$ cat src/rtl/core/lms_pkg.sv
// ----------------------------------------------------------------------------
// lms_pkg
// Shared types and constants of the broken-line minimiser step core.
// ----------------------------------------------------------------------------
package lms_pkg;

  localparam int unsigned DataW      = 32;
  localparam int unsigned CfgW       = 31;
  localparam int unsigned OpW        = 2;
  localparam int unsigned StepCountW = 9;
  localparam int unsigned CfgIdxW    = 3;
  localparam int unsigned FracW      = 16;
  localparam int unsigned MulAW      = 33;
  localparam int unsigned MulBW      = 32;
  localparam int unsigned ProdW      = 64;
  localparam int unsigned WideW      = 50;

  localparam logic [CfgW-1:0]         LipschitzRst = 31'd983040;
  localparam logic [CfgW-1:0]         InvTwiceRst  = 31'd2185;
  localparam logic [CfgW-1:0]         PrecisionRst = 31'd655;
  localparam logic signed [DataW-1:0] LeftEndRst   = 32'sd196608;
  localparam logic signed [DataW-1:0] RightEndRst  = 32'sd327680;

  typedef enum logic [OpW-1:0] {
    OpLoadA = 2'd0,
    OpStart = 2'd1,
    OpValue = 2'd2
  } op_e;

  typedef enum logic [CfgIdxW-1:0] {
    CfgLipschitz = 3'd0,
    CfgInvTwice  = 3'd1,
    CfgPrecision = 3'd2,
    CfgLeftEnd   = 3'd3,
    CfgRightEnd  = 3'd4
  } cfg_reg_e;

  typedef struct packed {
    logic [OpW-1:0]          opcode;
    logic signed [DataW-1:0] func_value;
  } in_item_t;

  typedef struct packed {
    logic signed [DataW-1:0] next_point;
    logic signed [DataW-1:0] lower_bound;
    logic                    point_valid;
    logic                    done_res;
    logic                    table_full;
    logic [StepCountW-1:0]   step_count;
  } res_item_t;

  typedef struct packed {
    logic wr_en;
    logic scan_start;
  } tbl_ctrl_t;

  typedef struct packed {
    logic scan_busy;
    logic scan_done;
  } tbl_stat_t;

endpackage

$ cat src/rtl/core/lms_mul.sv
// ----------------------------------------------------------------------------
// lms_mul
// Registered signed multiplier shared by bound, point and split arithmetic.
// ----------------------------------------------------------------------------
module lms_mul (
  input  logic                               clk_i,
  input  logic signed [lms_pkg::MulAW-1:0]   a_i,
  input  logic signed [lms_pkg::MulBW-1:0]   b_i,
  output logic signed [lms_pkg::ProdW-1:0]   p_o
);

  logic signed [lms_pkg::MulAW+lms_pkg::MulBW-1:0] prod;
  logic signed [lms_pkg::ProdW-1:0]                p_q;

  assign prod = a_i * b_i;

  always_ff @(posedge clk_i) begin
    p_q <= prod[lms_pkg::ProdW-1:0];
  end

  assign p_o = p_q;

endmodule

$ cat config.mk
export PLATFORM = sky130hd
export DESIGN_NAME = lms_mul
export DESIGN_NICKNAME = d
export VERILOG_FILES = /design/src/rtl/core/lms_pkg.sv /design/src/rtl/core/lms_mul.sv
export SDC_FILE = /design/constraint.sdc
export NUM_CORES = 2
export LEC_CHECK = 0
export BUFFER_PORTS_ARGS = -buffer_cell sky130_fd_sc_hd__buf_2
export CAP_MARGIN = 40
export CORE_MARGIN = 10
export CORE_UTILIZATION = 50
export CTS_BUF_LIST = sky130_fd_sc_hd__clkbuf_4
export CTS_CLUSTER_DIAMETER = 200
export DETAILED_ROUTE_END_ITERATION = 10
export GPL_ROUTABILITY_DRIVEN = 0
export PLACE_DENSITY = 0.71
export SLEW_MARGIN = 20
export SYNTH_ARGS = -nofsm -noshare
export SYNTH_HDL_FRONTEND = slang
export SYNTH_SLANG_ARGS = --single-unit
$ cat constraint.sdc
create_clock -name clk_i -period 12.7 [get_ports clk_i]
set_input_delay 2.54 -clock clk_i [delete_from_list [all_inputs] [get_ports clk_i]]
set_output_delay 2.54 -clock clk_i [all_outputs]
set_load 0.01 [all_outputs]
* Yosys cells after proc, flatten, opt, wreduce, memory -nomap -nowiden
Cells that the tools add are included.
Widths: inputs -> output; s select.
** Cells by class
- $mul :: 1
** Operators with widths (number)
- $mul 33x32->64 :: 1
** Word-level totals
- Register bits after elaboration :: 64
- Input bits :: 66

* Logic depth before layout (Yosys ltp)
- Depth after elaboration :: 1
- Mapped depth :: 28
- Gate-level depth less buffers :: 26

* Least setup slack after synthesis
No wires, ideal clock.
- Kind :: input to register
- Start point :: input a_i[32] in the netlist's numbering
- End point :: register p_q (netlist bit p_o[60])
- Library setup time :: 0.136 ns
- Data arrival time :: 9.665 ns
- Required time :: 12.564 ns
- Setup slack :: 2.899 ns
- Cell stages on the path :: 26
- Cells stage by stage :: clkbuf_1 nand2_1 inv_1 fa_1 fa_1 fa_1 inv_1 fa_1 inv_1 fa_1 fa_1 inv_1 fa_1 fa_1 inv_1 ha_1 clkbuf_1 a21o_1 a21oi_1 o21bai_1 a21o_1 a21o_1 a21o_1 a21oi_1 o41ai_1 xor2_1
** Between the ends
- Cells in the longest elaborated chain, start to end :: 1
** Ends and longest elaborated chain
- from (decl) :: RTL line lms_mul.sv:7 : input logic signed [lms_pkg::MulAW-1:0] a_i,
- $mul 33x32->64 :: RTL line lms_mul.sv:15 : assign prod = a_i * b_i;
- via prod, one bit :: RTL line lms_mul.sv:12 : logic signed [lms_pkg::MulAW+lms_pkg::MulBW-1:0] prod;
- to (signal assigned) :: RTL line lms_mul.sv:18 : p_q <= prod[lms_pkg::ProdW-1:0];
- to (decl) :: RTL line lms_mul.sv:13 : logic signed [lms_pkg::ProdW-1:0] p_q;
The timed path passes the listed nets, and every way through them passes these cells.

* Final worst setup path
- Start point :: input a_i[24] in the netlist's numbering
- End point :: register p_q (netlist bit p_o[57])
The elaborated chain is that of the path after synthesis.

==> impl_summary.txt <==
----------------------------------------------------
[Finish]
  Max reg flops ... 64
  Area growth, synth to finish ... 3.658%
  Number of nets in the finished design ... about 5,300
  End-of-flow core utilization ... 0.5218
  Layout cell share with drive strength beyond 1 ... 0.04543

[Logic synthesis]
  Ys Warns ... 0
  Post-Synthesis Net Count ... about 5,300
  Number of synthesized flops with an enable pin ... 0
  Number of storage elements in the synthesis netlist ... 64
  Yosys cell types ... 65
  Summed instance area of the synthesized netlist ... ~0.038 mm^2
  Synthesized area per cell ... between 9 and 10 um^2
  Predominant post-synthesis flop cell ... dfxtp_1
  Portion of the post-synthesis area used by sequential elements ... 0.03362
  FFs w/ async S/R, synth ... 0
  Instance count of the mapped netlist ... 3,992

[STA]
  Fraction of the cycle the final worst path needs ... 0.8378
  Maximum achievable frequency ... approximately 94 MHz
  Worst-Margin Slew ... 0.8989 ns
  Max transition margin ... 0.3961
  Final Setup Violations ... 0
  RSZ-0062 raised after global routing ... false
  Setup Total Neg Slack ... 0 ns
  Number of endpoints with negative hold slack in the final report ... 0
  Number of max-slew violations in the final report ... 0
  Fin crit period ... approximately 11 ns

[Clocking]
  Largest buffer count on any clock path ... 2
  Clock sinks ... 64
  Total of cells resized after clock tree synthesis ... 0
  Number of buffers inserted for hold repair after clock tree synthesis ... 0
  CTS tree ... built
  Setup repair bufs after CTS ... 0
  Number of buffers created by CTS ... 9
  CTS root buffer ... clkbuf_4
  H-tree level count ... 3
  Register clock-pin slew on the reported worst setup and hold paths ... ~0.15 ns

[Floorplan]
  Vertical die dimension ... about 300 um
  Boundary Pins ... 130
  Initial Utilization ... 0.5034
  Die Span X ... ~300 um
  Core Region ... between 0.07 and 0.08 mm^2
  Row count ... 101
  Die ar. ... 0.08765 mm^2

[Worst setup path]
  Critical path origin ... a_i[24]
  Worst endpoint required time ... about 13 ns
  Worst setup path class ... primary input to flip-flop
  Crit path to ... p_o[57]$_DFF_P_
  Max FO, Critical Path ... 25
  Crit path launch type ... primary input
  Data arrival time at the worst-slack endpoint ... about 11 ns
  Critical path endpoint category ... flip-flop

[Global routing]
  Number of antenna violations at the first check in global routing ... 12
  Pin count of the biggest net entering global routing ... 35
  Via count of the first global-routing pass ... roughly 30,000
  Global-route total usage across every layer ... 0.2472
  Total grt overflow ... 0
  Wire length of the first global-routing pass ... 167.1 mm

[Drt]
  Final ANT Viol Nets ... 0
  Vias per inst ... about 5.4
  Routed wire length per instance ... 20.65 um
  Via count ... approximately 26,000
  Detailed-router iteration count before antenna repair ... 8
  Remaining routing DRC violations ... 1
  DRC marker count from the first detailed-route iteration ... 1,641
  Final Routed Wirelength ... between 100 and 150 mm

[Outcome]
  Violated checks ... design-rule violations
  Status ... finished with violations

[Placed design]
  # port buffers ... between 100 and 150
  Half-perimeter wire length after placement ... approximately 83 mm

[Min path]
  Path class of the lowest-slack min-delay path ... primary input to flip-flop

[Flow run]
  Max-Cap Viols ... 0

----------------------------------------------------
layout make-up:
class	count	area, um^2
clock buffers	9	67.56
well taps	978	1224
flip-flops and latches	64	1281
diodes	5	12.51
multi-input cells	2764	32450
repair buffers	147	780.7
inverters	949	3562
fillers	6794	36200
clock inverters	7	118.9
synthesized netlist by cell type, types with 2 or more instances:
cell type | number | area share
a32oi_1 | 2 | 0.00046
o211ai_1 | 4 | 0.00079
buf_2 | 2 | 0.00026
o211ai_2 | 2 | 0.00066
nor2_1 | 52 | 0.0051
fa_1 | 1103 | 0.58
a21o_1 | 38 | 0.0075
a21o_2 | 2 | 0.00046
clkbuf_1 | 212 | 0.021
or3_1 | 6 | 0.00099
nand2_1 | 548 | 0.054
a221oi_1 | 2 | 0.00046
xnor2_1 | 49 | 0.011
a211oi_1 | 8 | 0.0016
o21bai_1 | 9 | 0.0018
and3_1 | 12 | 0.0020
o21a_1 | 5 | 0.00099
and2_1 | 527 | 0.087
xor2_1 | 26 | 0.0060
inv_1 | 948 | 0.093
nand3_1 | 20 | 0.0026
nor3_1 | 6 | 0.00079
o21ai_0 | 29 | 0.0038
ha_1 | 184 | 0.060
nand4_1 | 8 | 0.0013
o2111ai_1 | 2 | 0.00046
a311oi_1 | 3 | 0.00069
o211a_1 | 2 | 0.00053
nor2b_1 | 6 | 0.00099
dfxtp_1 | 64 | 0.034
nor3b_1 | 2 | 0.00039
o31ai_1 | 4 | 0.00079
a31oi_1 | 5 | 0.00082
nand2b_1 | 11 | 0.0018
a21oi_1 | 56 | 0.0074
o22ai_1 | 3 | 0.00049
a211o_1 | 2 | 0.00046
worst min path at each step:
| stage | from | cells past startpoint | to |
|---|---|---|---|
| finish | a_i[0] | 2 | p_o[0]$_DFF_P_ |
| detailed placement | p_o[18]$_DFF_P_ | 1 | p_o[18] |
| global route | a_i[0] | 2 | p_o[0]$_DFF_P_ |
| floorplan | b_i[0] | 1 | p_o[0]$_DFF_P_ |
| global placement | p_o[12]$_DFF_P_ | 1 | p_o[12] |
| CTS | a_i[0] | 2 | p_o[0]$_DFF_P_ |
metal layers:
layer | GRT usage | share of wire | up-vias
met5 | 0 | 0.00093 | -
met4 | 0.07490 | 0.033 | 14
met3 | 0.05111 | 0.080 | 213
met2 | 0.4042 | 0.48 | 1019
met1 | 0.3294 | 0.40 | 13840
li1 | - | - | 11280
logic make-up after synthesis:
family,after synthesis,synth area share
AO/OA/AOI/OAI,201,0.03746
XOR/XNOR,75,0.01724
adder cells (fa/ha/maj),1287,0.6399
buffers and inverters,1164,0.1147
flip-flops,64,0.03362
AND/OR/NAND/NOR,1201,0.1571
through the flow:
step / area [um^2] / std cells / hold slack, ns / worst slack, ns
after floorplan: 38110 / 3992 / 2.667 / 2.899
after global placement: 39300 / 4902 / 2.939 / 1.538
after detailed placement: 39300 / 4902 / 2.938 / 1.520
after CTS: 39490 / 4918 / 2.532 / 2.161
after global routing: 39500 / 4921 / 2.573 / 1.786
final: 39500 / 4923 / 2.578 / 2.060
worst max-delay path: stages:
cell and delay [ns]:
buf_2 0.59, buf_4 0.31, and2_1 0.17, fa_1 0.42, fa_1 0.62, inv_1 0.09, fa_1 0.50, fa_1 0.52
inv_1 0.06, fa_1 0.56, fa_1 0.44, fa_1 0.52, fa_1 0.43, ha_1 0.46, nand3_1 0.36, nor4_1 0.47
nand2_1 0.09, o22ai_1 0.67, o31ai_1 0.16, buf_4 0.20, o31a_1 0.32, a21oi_1 0.23, a311oi_1 0.16, xnor2_1 0.22
placed cells by master (no fill, tap or decap), drive strengths merged, types with 10 or more instances in the layout:
cell    netlist  layout
nand3        20      20
buf           3     147
a21oi        57      57
a211oi       10      10
fa         1103    1103
nand2       548     548
nor2         52      52
o21ai        30      30
xnor2        49      49
and2        527     527
nand2b       11      11
ha          184     184
xor2         26      26
dfxtp        64      64
inv         948     949
a21o         41      41
and3         12      12
Power is left out: the tool's default activity adds up to more than one toggle a clock period on the data nets, which glitch-free logic cannot reach.
